--- config.mk ---
export PLATFORM = sky130hd
export DESIGN_NAME = hid_descriptor_item_parser_top
export DESIGN_NICKNAME = d
export VERILOG_FILES = /design/src/hw/rtl/hdip_pkg.sv /design/src/hw/rtl/hdip_front.sv /design/src/hw/rtl/hdip_queue.sv /design/src/hw/rtl/hdip_back.sv /design/src/hw/rtl/hid_descriptor_item_parser_top.sv
export SDC_FILE = /design/constraint.sdc
export NUM_CORES = 2
export LEC_CHECK = 0
export BUFFER_PORTS_ARGS = -buffer_cell sky130_fd_sc_hd__buf_2
export CORE_ASPECT_RATIO = 1.1
export CORE_UTILIZATION = 47
export CTS_BUF_LIST = sky130_fd_sc_hd__clkbuf_8
export DETAILED_ROUTE_END_ITERATION = 10
export PLACE_DENSITY = 0.72
export SETUP_SLACK_MARGIN = 0.5
export SLEW_MARGIN = 15
export SYNTH_ARGS = -nofsm -noshare
export SYNTH_HDL_FRONTEND = slang
export SYNTH_SLANG_ARGS = --single-unit
--- constraint.sdc ---
create_clock -name clock -period 12.02 [get_ports clock]
set_clock_uncertainty 0.05 [all_clocks]
set_input_delay 0.601 -clock clock [delete_from_list [all_inputs] [get_ports clock]]
set_output_delay 0.601 -clock clock [all_outputs]
set_load 0.02 [all_outputs]
--- src/hw/rtl/hdip_pkg.sv ---
// Shared types, codes and constants of the HID descriptor item parser.
// Used by the front, queue, back and top-level modules; no dependencies.
package hdip_pkg;

   localparam int unsigned StackDepthDef = 8;
   localparam int unsigned MaxNestDef    = 15;
   localparam int unsigned NumGlobals    = 10;
   localparam int unsigned QueueDepth    = 2;
   localparam int unsigned QueuePtrW     = $clog2(QueueDepth);
   localparam int unsigned QueueCountW   = $clog2(QueueDepth + 1);
   localparam int unsigned RspDataW      = 192;

   localparam logic [7:0] LongPrefix = 8'hfe;

   // item type codes
   localparam logic [1:0] TypeMain   = 2'd0;
   localparam logic [1:0] TypeGlobal = 2'd1;
   localparam logic [1:0] TypeLocal  = 2'd2;
   localparam logic [1:0] TypeRsv    = 2'd3;

   // short item tags
   localparam logic [3:0] TagCollection = 4'ha;
   localparam logic [3:0] TagEndColl    = 4'hc;
   localparam logic [3:0] TagPush       = 4'ha;
   localparam logic [3:0] TagPop        = 4'hb;

   // global slots shown on every result
   localparam int unsigned GlobUsagePage  = 0;
   localparam int unsigned GlobReportSize = 7;
   localparam int unsigned GlobReportId   = 8;
   localparam int unsigned GlobReportCnt  = 9;

   typedef enum logic [2:0] {
      StOk    = 3'd0,
      StLong  = 3'd1,
      StRsv   = 3'd2,
      StUnder = 3'd3,
      StOver  = 3'd4,
      StTrunc = 3'd5
   } status_type;

   // one finished (or cut-off) item handed from front to back
   typedef struct packed {
      logic [1:0]  kind;
      logic [7:0]  tag;
      logic [7:0]  size;
      logic [31:0] value;
      logic        apply;   // complete short item: update globals, stack, nesting
      status_type  status;
      logic        last;
   } rec_type;

   function automatic logic [2:0] short_size(input logic [1:0] code);
      return (code == 2'd3) ? 3'd4 : {1'b0, code};
   endfunction

endpackage

--- src/hw/rtl/hdip_front.sv ---
// Byte front end: walks the descriptor byte stream and assembles items.
// Depends on hdip_pkg for the item record and codes.
module hdip_front
   import hdip_pkg::*;
(
   input  logic       clock,
   input  logic       reset,
   input  logic       in_valid,
   input  logic [7:0] in_byte,
   input  logic       in_last,
   output logic       in_ready,
   output logic       rec_valid,
   output rec_type    rec,
   input  logic       rec_ready
);

   typedef enum logic [4:0] {
      PhPrefix = 5'b00001,
      PhSdata  = 5'b00010,
      PhLsize  = 5'b00100,
      PhLtag   = 5'b01000,
      PhLpay   = 5'b10000
   } phase_type;

   phase_type   phase_ff, phase_in;
   logic [7:0]  prefix_ff, prefix_in;
   logic [7:0]  left_ff, left_in;
   logic [1:0]  idx_ff, idx_in;
   logic [31:0] acc_ff, acc_in;
   logic [7:0]  ltag_ff, ltag_in;
   logic [7:0]  lsize_ff, lsize_in;

   logic        accept;
   logic        complete;
   logic        long_done;
   logic [2:0]  sz;
   logic [31:0] acc_new;

   assign in_ready = rec_ready;
   assign accept   = in_valid && in_ready;

   always_comb begin
      phase_in  = phase_ff;
      prefix_in = prefix_ff;
      left_in   = left_ff;
      idx_in    = idx_ff;
      acc_in    = acc_ff;
      ltag_in   = ltag_ff;
      lsize_in  = lsize_ff;
      complete  = 1'b0;
      long_done = 1'b0;
      sz        = short_size(in_byte[1:0]);
      acc_new   = acc_ff | (32'(in_byte) << {idx_ff, 3'b000});
      rec       = '0;
      rec.last  = in_last;

      unique case (phase_ff)
         PhPrefix: begin
            prefix_in = in_byte;
            acc_in    = '0;
            idx_in    = '0;
            if (in_byte == LongPrefix) begin
               phase_in = PhLsize;
               rec.kind = TypeRsv;
            end else begin
               left_in   = 8'(sz);
               rec.kind  = in_byte[3:2];
               rec.tag   = {4'b0000, in_byte[7:4]};
               rec.size  = 8'(sz);
               if (sz == 3'd0) begin
                  complete = 1'b1;
               end else begin
                  phase_in = PhSdata;
               end
            end
         end
         PhSdata: begin
            acc_in    = acc_new;
            idx_in    = idx_ff + 2'd1;
            left_in   = left_ff - 8'd1;
            rec.kind  = prefix_ff[3:2];
            rec.tag   = {4'b0000, prefix_ff[7:4]};
            rec.size  = 8'(short_size(prefix_ff[1:0]));
            rec.value = acc_new;
            complete  = (left_ff == 8'd1);
         end
         PhLsize: begin
            lsize_in = in_byte;
            left_in  = in_byte;
            phase_in = PhLtag;
            rec.kind = TypeRsv;
            rec.size = in_byte;
         end
         PhLtag: begin
            ltag_in  = in_byte;
            rec.kind = TypeRsv;
            rec.tag  = in_byte;
            rec.size = lsize_ff;
            if (left_ff == 8'd0) begin
               long_done = 1'b1;
            end else begin
               phase_in = PhLpay;
            end
         end
         PhLpay: begin
            left_in   = left_ff - 8'd1;
            rec.kind  = TypeRsv;
            rec.tag   = ltag_ff;
            rec.size  = lsize_ff;
            long_done = (left_ff == 8'd1);
         end
         default: begin
            phase_in = PhPrefix;
         end
      endcase

      if (complete) begin
         rec.apply  = 1'b1;
         rec.status = StOk;
      end else if (long_done) begin
         rec.status = StLong;
      end else begin
         rec.status = StTrunc;
      end

      rec_valid = accept && (complete || long_done || in_last);
      if (!accept) begin
         phase_in = phase_ff;
      end else if (rec_valid) begin
         phase_in = PhPrefix;
      end
   end

   always_ff @(posedge clock) begin
      if (reset) begin
         phase_ff <= PhPrefix;
      end else begin
         phase_ff <= phase_in;
      end
   end

   always_ff @(posedge clock) begin
      if (accept) begin
         prefix_ff <= prefix_in;
         left_ff   <= left_in;
         idx_ff    <= idx_in;
         acc_ff    <= acc_in;
         ltag_ff   <= ltag_in;
         lsize_ff  <= lsize_in;
      end
   end

endmodule

--- src/hw/rtl/hdip_queue.sv ---
// Short FIFO of item records between the byte front end and the back end.
// Depends on hdip_pkg for the record type and depth.
module hdip_queue
   import hdip_pkg::*;
(
   input  logic    clock,
   input  logic    reset,
   input  logic    push_valid,
   input  rec_type push_rec,
   output logic    push_ready,
   output logic    pop_valid,
   output rec_type pop_rec,
   input  logic    pop_ready
);

   rec_type                entry_ff [QueueDepth];
   logic [QueuePtrW-1:0]   wr_ptr_ff, wr_ptr_in;
   logic [QueuePtrW-1:0]   rd_ptr_ff, rd_ptr_in;
   logic [QueueCountW-1:0] count_ff, count_in;
   logic                   do_push;
   logic                   do_pop;

   assign push_ready = (count_ff != QueueCountW'(QueueDepth));
   assign pop_valid  = (count_ff != '0);
   assign pop_rec    = entry_ff[rd_ptr_ff];
   assign do_push    = push_valid && push_ready;
   assign do_pop     = pop_valid && pop_ready;

   always_comb begin
      wr_ptr_in = do_push ? wr_ptr_ff + 1'b1 : wr_ptr_ff;
      rd_ptr_in = do_pop ? rd_ptr_ff + 1'b1 : rd_ptr_ff;
      count_in  = count_ff;
      if (do_push && !do_pop) begin
         count_in = count_ff + 1'b1;
      end else if (do_pop && !do_push) begin
         count_in = count_ff - 1'b1;
      end
   end

   always_ff @(posedge clock) begin
      if (reset) begin
         wr_ptr_ff <= '0;
         rd_ptr_ff <= '0;
         count_ff  <= '0;
      end else begin
         wr_ptr_ff <= wr_ptr_in;
         rd_ptr_ff <= rd_ptr_in;
         count_ff  <= count_in;
      end
   end

   always_ff @(posedge clock) begin
      if (do_push) begin
         entry_ff[wr_ptr_ff] <= push_rec;
      end
   end

endmodule

--- src/hw/rtl/hdip_back.sv ---
// Back end: applies items to globals, push/pop stack and nesting, and
// registers the result word. Depends on hdip_pkg.
module hdip_back
   import hdip_pkg::*;
#(
   parameter int unsigned STACK_DEPTH = StackDepthDef,
   parameter int unsigned MAX_NEST    = MaxNestDef
)
(
   input  logic                clock,
   input  logic                reset,
   input  logic                rec_valid,
   input  rec_type             rec,
   output logic                rec_ready,
   output logic                out_valid,
   output logic [RspDataW-1:0] out_data,
   output logic                out_last,
   input  logic                out_ready
);

   localparam int unsigned SpW       = $clog2(STACK_DEPTH);
   localparam int unsigned SpExtW    = (SpW > 3) ? SpW : 3;
   localparam int unsigned StackRows = STACK_DEPTH - 1;
   localparam int unsigned RowW      = (StackRows > 1) ? $clog2(StackRows) : 1;
   localparam int unsigned RowBits   = 32 * NumGlobals;
   localparam int unsigned NestW     = $clog2(MAX_NEST + 1);
   localparam int unsigned NestExtW  = (NestW > 4) ? NestW : 4;

   logic [31:0]         glob_ff [NumGlobals];
   logic [31:0]         glob_in [NumGlobals];
   logic [SpW-1:0]      sp_ff, sp_in, sp_dec;
   logic [NestW-1:0]    nest_ff, nest_in;
   logic                out_valid_ff;
   logic [RspDataW-1:0] out_data_ff, out_data_in;
   logic                out_last_ff;

   logic [RowBits-1:0]  stack_mem_ff [StackRows];
   logic [RowBits-1:0]  stack_row_ff;
   logic [RowBits-1:0]  glob_flat;
   logic [RowW-1:0]     wr_addr;
   logic [RowW-1:0]     rd_addr;
   logic                wr_en;

   logic                take;
   status_type          status;
   logic [SpExtW-1:0]   sp_ext;
   logic [NestExtW-1:0] nest_ext;

   assign rec_ready = !out_valid_ff || out_ready;
   assign take      = rec_valid && rec_ready;
   assign out_valid = out_valid_ff;
   assign out_data  = out_data_ff;
   assign out_last  = out_last_ff;

   always_comb begin
      for (int i = 0; i < NumGlobals; i++) begin
         glob_flat[32*i +: 32] = glob_ff[i];
      end
   end

   always_comb begin
      for (int i = 0; i < NumGlobals; i++) begin
         glob_in[i] = glob_ff[i];
      end
      sp_in   = sp_ff;
      nest_in = nest_ff;
      wr_en   = 1'b0;
      status  = rec.status;

      if (take && rec.apply) begin
         status = StOk;
         unique case (rec.kind)
            TypeMain: begin
               if (rec.tag[3:0] == TagCollection) begin
                  if (nest_ff != NestW'(MAX_NEST)) begin
                     nest_in = nest_ff + 1'b1;
                  end
               end else if (rec.tag[3:0] == TagEndColl) begin
                  if (nest_ff != '0) begin
                     nest_in = nest_ff - 1'b1;
                  end
               end
            end
            TypeGlobal: begin
               if (rec.tag[3:0] < 4'(NumGlobals)) begin
                  for (int i = 0; i < NumGlobals; i++) begin
                     if (rec.tag[3:0] == 4'(i)) begin
                        glob_in[i] = rec.value;
                     end
                  end
               end else if (rec.tag[3:0] == TagPush) begin
                  if (sp_ff == SpW'(STACK_DEPTH - 1)) begin
                     status = StOver;
                  end else begin
                     wr_en = 1'b1;
                     sp_in = sp_ff + 1'b1;
                  end
               end else if (rec.tag[3:0] == TagPop) begin
                  if (sp_ff == '0) begin
                     status = StUnder;
                  end else begin
                     sp_in = sp_ff - 1'b1;
                     for (int i = 0; i < NumGlobals; i++) begin
                        glob_in[i] = stack_row_ff[32*i +: 32];
                     end
                  end
               end
            end
            TypeLocal: begin
               status = StOk;
            end
            TypeRsv: begin
               status = StRsv;
            end
            default: begin
               status = StOk;
            end
         endcase
      end
   end

   // keep the row under the top of stack registered for a pop next cycle
   assign sp_dec  = sp_in - 1'b1;
   assign rd_addr = sp_dec[RowW-1:0];
   assign wr_addr = sp_ff[RowW-1:0];

   always_ff @(posedge clock) begin
      if (wr_en) begin
         stack_mem_ff[wr_addr] <= glob_flat;
      end
      if (wr_en && (wr_addr == rd_addr)) begin
         stack_row_ff <= glob_flat;
      end else begin
         stack_row_ff <= stack_mem_ff[rd_addr];
      end
   end

   assign sp_ext   = SpExtW'(sp_in);
   assign nest_ext = NestExtW'(nest_in);

   always_comb begin
      out_data_in = {4'b0000,
                     glob_in[GlobReportCnt],
                     glob_in[GlobReportSize],
                     glob_in[GlobReportId],
                     glob_in[GlobUsagePage],
                     status,
                     sp_ext[2:0],
                     nest_ext[3:0],
                     rec.value,
                     rec.size,
                     rec.tag,
                     rec.kind};
   end

   always_ff @(posedge clock) begin
      if (reset) begin
         for (int i = 0; i < NumGlobals; i++) begin
            glob_ff[i] <= '0;
         end
         sp_ff        <= '0;
         nest_ff      <= '0;
         out_valid_ff <= 1'b0;
      end else begin
         for (int i = 0; i < NumGlobals; i++) begin
            glob_ff[i] <= glob_in[i];
         end
         sp_ff   <= sp_in;
         nest_ff <= nest_in;
         if (take) begin
            out_valid_ff <= 1'b1;
         end else if (out_ready) begin
            out_valid_ff <= 1'b0;
         end
      end
   end

   always_ff @(posedge clock) begin
      if (take) begin
         out_data_ff <= out_data_in;
         out_last_ff <= rec.last;
      end
   end

`ifndef SYNTHESIS
   a_sp_range: assert property (@(posedge clock) disable iff (reset)
      sp_ff <= SpW'(STACK_DEPTH - 1))
      else $error("stack pointer beyond stack depth");

   a_nest_range: assert property (@(posedge clock) disable iff (reset)
      nest_ff <= NestW'(MAX_NEST))
      else $error("nesting depth beyond limit");

   a_push_advances: assert property (@(posedge clock) disable iff (reset)
      wr_en |=> sp_ff == $past(sp_ff) + 1'b1)
      else $error("push did not advance the stack pointer");

   a_underflow_empty: assert property (@(posedge clock) disable iff (reset)
      (take && status == StUnder) |-> (sp_ff == '0 && sp_in == '0))
      else $error("pop underflow reported on a non-empty stack");
`endif

endmodule

--- src/hw/rtl/hid_descriptor_item_parser_top.sv ---
// Top level of the HID report descriptor item parser.
// Depends on hdip_pkg, hdip_front, hdip_queue and hdip_back.
//
// Feed the report descriptor one byte per word on req_; the block returns one
// word on rsp_ for each completed short item, each skipped long item, and each
// item cut off by a byte marked tlast. The byte path accepts one byte every
// clock cycle while the record queue has room, including while a result
// waits on rsp_tready; a result passes through the record queue and then
// the output register on its way to rsp_. Back-pressure holds
// only once the two-entry queue and the output register are full. Global
// items update the ten stored globals, Push and Pop move them through a stack
// memory of STACK_DEPTH-1 rows, one row of all ten globals written or read per
// cycle, and Collection/End Collection track nesting up to MAX_NEST. After a
// byte with tlast the parse state returns to the prefix, while globals, stack
// and nesting persist until reset. No clearing pass runs after reset; the
// stack memory is only read at rows a Push has written.
module hid_descriptor_item_parser_top
   import hdip_pkg::*;
#(
   parameter int unsigned STACK_DEPTH = StackDepthDef,
   parameter int unsigned MAX_NEST    = MaxNestDef
)
(
   input  logic                clock,
   input  logic                reset,
   input  logic                req_tvalid,
   output logic                req_tready,
   input  logic [7:0]          req_tdata,   // [7:0] data_byte
   input  logic                req_tlast,   // last_byte
   output logic                rsp_tvalid,
   input  logic                rsp_tready,
   // [1:0] item_type, [9:2] item_tag, [17:10] item_size, [49:18] item_value,
   // [53:50] nest_level, [56:54] stack_level, [59:57] status,
   // [91:60] usage_page, [123:92] report ID, [155:124] report field size,
   // [187:156] report field count, [191:188] zero
   output logic [RspDataW-1:0] rsp_tdata,
   output logic                rsp_tlast    // end_of_descriptor
);

   logic    front_valid;
   rec_type front_rec;
   logic    front_ready;
   logic    back_valid;
   rec_type back_rec;
   logic    back_ready;

   // byte walker: prefix, short data, long size/tag/payload
   hdip_front u_front (
      .clock     (clock),
      .reset     (reset),
      .in_valid  (req_tvalid),
      .in_byte   (req_tdata),
      .in_last   (req_tlast),
      .in_ready  (req_tready),
      .rec_valid (front_valid),
      .rec       (front_rec),
      .rec_ready (front_ready)
   );

   // decouple the byte path from result back-pressure
   hdip_queue u_queue (
      .clock      (clock),
      .reset      (reset),
      .push_valid (front_valid),
      .push_rec   (front_rec),
      .push_ready (front_ready),
      .pop_valid  (back_valid),
      .pop_rec    (back_rec),
      .pop_ready  (back_ready)
   );

   // globals, stack, nesting and the result register
   hdip_back #(
      .STACK_DEPTH (STACK_DEPTH),
      .MAX_NEST    (MAX_NEST)
   ) u_back (
      .clock     (clock),
      .reset     (reset),
      .rec_valid (back_valid),
      .rec       (back_rec),
      .rec_ready (back_ready),
      .out_valid (rsp_tvalid),
      .out_data  (rsp_tdata),
      .out_last  (rsp_tlast),
      .out_ready (rsp_tready)
   );

endmodule
==> summary.txt <==
Synth
  • Cell count after synthesis: 3354
  • Post-synth EDFFs: 1259
  • Primary FF master, synth: edfxtp_1
  • FF+latch count, synth: about 1400
  • Distinct cells, synth: between 70 and 80
  • Sequential share of the synthesized area: between 70% and 80%
  • FFs w/ async S/R, synth: 0%
  • Synth warn: 0
  • Syn Area/Cell: roughly 16 sq um
  • Mapped Area: 55300 sq um

Floorplanning
  • Die Wd: 329 um
  • # IOs: 208
  • Starting density of the core: 47.5%
  • Num rows: 131
  • Die area: 119000 sq um
  • Core area: 116000 sq um
  • DIE HEIGHT: 362 um

STA
  • Pins Over Slew Limit: 0
  • Unrepaired setup endpoints after global routing: false
  • Min Tclk post-route: around 6400 ps
  • Hold Vio Cnt, Final: 0
  • Endpoints failing setup: 0
  • Setup ws final: 5640 ps
  • Final cycle utilization of the critical path: roughly 53%
  • Peak Freq: about 160 MHz
  • Slew @ Worst Pin: 1190 ps
  • Worst slew margin: 20.6%
  • Setup TNS: 0 ps

Drt
  • Routed WL per cell: 25.2 um
  • DRT Pass-1 Iters: 9
  • Via/cell ratio: 5.86
  • Initial drt markers: approximately 3600
  • DRT Wirelength: 135 mm
  • Antenna Nets Post-Route: 0
  • Via Count: around 31000
  • DR DRC count: 22

Critical path
  • Reg2reg setup slack: roughly 5600 ps
  • CP required: 12450 ps
  • Cell Chain, Critical Path: buf_4, mux2i_1, inv_1, nor2_1, nand4_1, nand2b_1, nor2_4, buf_4, buf_4
  • WS Path Type: flop to flop
  • Critical path fanouts, max: 62
  • Worst Setup End Kind: flop
  • CP arrival: between 6000 and 7000 ps
  • Worst Setup Start Kind: flop
  • CP max stage delay: slightly above 900 ps
  • Slowest cell on the critical path: buf_4
  • R2R cell count: 9
  • Crit Reg-Reg Endpoint: u_back.stack_mem_ff[2][249]
  • Top cell by count, worst path: buf_4

Clock network
  • Sink Count: between 1000 and 1500
  • Num CTS Buffers: 208
  • Clock Path Buffers: 3
  • Clock latency on the worst-skew pair: 910 ps
  • Reg clk slew, reported paths: 60 ps
  • CTS-repair resized insts: 0
  • Clock root buffer: clkbuf_8
  • TritonCTS clock tree: yes
  • Number of H-tree levels: 4

GRT
  • Largest net degree at the start of global routing: 199
  • Initial antenna violation count: 13
  • Gr ovfl total: 0
  • First-pass GRT wire length: 198 mm
  • GRT Total Usage: a little under a quarter
  • Vias in the first global route: 31300

Placed design
  • Detail Placement HPWL: 74.2 mm
  • DP Area: 58100 sq um
  • DP Worst Slack: 5550 ps
  • IO buf count: roughly 200
  • GP Congestion: ~0.81

Worst hold path
  • HP Class: primary input to flop
  • Hold Path End: u_front.prefix_ff[0]
  • WHS Path Cells: 1
  • Critical hold path startpoint: req_tdata[0]

Layout
  • Area grow syn2layout: 12.5%
  • Fin area: 62200 sq um
  • Share of layout cells above drive strength 1: 22.7%
  • NumNets Final: about 3700
  • Final Util: 53.5%

Outcome
  • Failing checks: DRC
  • Status: complete, but fails checks

Power
  • Peak supply drop: 0.166 mV
  • Power Density: 180 nW/um^2
  • Leakage: 22.6 nW

Flow run
  • Max cap viols: 0
==> cells in the final DEF (no fill, tap or decap), drive strengths merged, types with 5 or more instances in the layout <==
master  count
nor3       14
clkbuf    228
clkinv     59
o211ai      8
and2        5
nand4      10
inv       279
nor4        5
nand2     306
dfxtp     149
o22ai       6
bufinv      6
xnor2       9
ha         10
mux2      144
a221o     131
o21ai     140
nand3       8
mux2i     170
diode       6
nand3b      6
nand2b     12
mux4      128
buf       280
o221ai    133
a21oi      43
nor2      196
nor2b       6
edfxtp   1259
and3        5
nor3b       6
==> Yosys cell counts (all sizes together) (4+ instances only) <==
| master | count | area (sq um) |
|---|---|---|
| a221o | 131 | 1310 |
| mux2i | 170 | 1710 |
| mux4 | 128 | 2880 |
| nand3 | 8 | 40.0 |
| a21oi | 43 | 215 |
| nor4 | 5 | 50.1 |
| o211ai | 8 | 65.1 |
| and2 | 5 | 31.3 |
| edfxtp | 1259 | 37800 |
| clkbuf | 98 | 370 |
| nand3b | 6 | 45.0 |
| a22o | 4 | 35.0 |
| or3 | 4 | 30.0 |
| nand2 | 306 | 1160 |
| xnor2 | 9 | 78.8 |
| o21ai | 140 | 701 |
| buf | 103 | 611 |
| nand4 | 10 | 62.6 |
| nand4b | 4 | 35.0 |
| o22ai | 6 | 37.5 |
| and3 | 5 | 31.3 |
| a222oi | 4 | 40.0 |
| xor2 | 4 | 35.0 |
| nor2 | 196 | 738 |
| ha | 10 | 125 |
| nor3 | 14 | 70.1 |
| mux2 | 144 | 1630 |
| nor3b | 6 | 45.0 |
| o221ai | 133 | 1160 |
| inv | 182 | 683 |
| o22a | 4 | 35.0 |
| dfxtp | 149 | 2980 |
| nor2b | 6 | 37.5 |
| nand2b | 12 | 75.1 |
==> power by group <==
group          total, W  switching [W]  internal (W)  leakage, nW
Sequential      0.00594       0.000214       0.00572         13.0
Combinational   0.00155        0.00114      0.000407         7.22
Clock           0.00373        0.00184       0.00190         2.42
==> cell families after synthesis <==
kind of cell,Yosys count,share of synthesized area (%)
other cells,1,0.00678
xor+xnor,13,0.206
flops,1408,73.7
fa+ha+maj,10,0.226
mux,442,11.2
compound gates,492,6.88
simple gates,605,4.72
buf+inv,383,3.01
==> area by class of cell <==
cell class                 instances  area (sq um)
antenna                            6          15.0
clock buffer                     228          3140
clock inverter                   166           961
fill                            9168         54200
inverter                         182           691
multi-input combinational       1566         13000
sequential                      1408         40800
tap                             1529          1910
timing repair buffer             282          1660
==> critical path: cells and delay by family, from the launching register on <==
family	cells	cell delay, ps
flip-flops	1	670
AND/OR/NAND/NOR	4	2380
buffers and inverters	4	2390
multiplexers	1	360
==> through the flow <==
| stage | hold slack [ps] | cells | total power [W] |
|---|---|---|---|
| global placement | 413 | 4965 | 0.00759 |
| global route | 32.5 | 5363 | 0.0116 |
| CTS | 3.21 | 5361 | 0.0113 |
| floorplan | 406 | 3357 | 0.00685 |
| detailed placement | 431 | 4965 | 0.00760 |
| finish | 78.2 | 5367 | 0.0112 |
==> how the worst max path moves through the flow <==
stage	endpoint	slack [ps]	depth (start not counted)
2_1_floorplan	u_back.stack_mem_ff[1][0]	940	7
3_3_place_gp	u_back.stack_mem_ff[2][29]	5660	9
3_5_place_dp	u_back.stack_mem_ff[2][254]	5550	9
4_1_cts	u_back.stack_mem_ff[2][249]	5550	9
5_1_grt	u_back.stack_mem_ff[2][0]	5270	9
6_report	u_back.stack_mem_ff[2][249]	5640	9
==> flip-flops by register name, summed over array words and instances (netlist names), 3 cells and up, named ones only <==
| name | cells |
|---|---|
| u_back.out_data | 188 |
| u_front.prefix_ff | 8 |
| u_front.left_ff | 8 |
| u_queue.entry_ff | 108 |
| u_back.sp_ff | 3 |
| u_front.acc_ff | 32 |
| u_front.phase_ff | 5 |
| u_front.ltag_ff | 8 |
| u_back.nest_ff | 4 |
| u_back.glob_ff | 128 |
| u_back.stack_mem_ff | 896 |
| u_front.lsize_ff | 8 |
==> routing by layer <==
layer / routed length, um / up-vias / share of wire [%] / global-route usage (%)
li1: - / 13700 / - / -
met1: 52900 / 16000 / 39 / 29.1
met2: 67200 / 1438 / 50 / 37.0
met3: 10800 / 272 / 8.0 / 4.76
met4: 4530 / 6 / 3.3 / 9.49
met5: 37 / - / 0.027 / 0
==> repair_timing <==
action | CTS | global route
endpoints found under the hold margin | 5 | 0
hold buffers | 2 | 0
endpoints found under the setup margin | 0 | 0
setup buffers | 0 | 0
No activity file was read; power rests on OpenSTA's default activity.
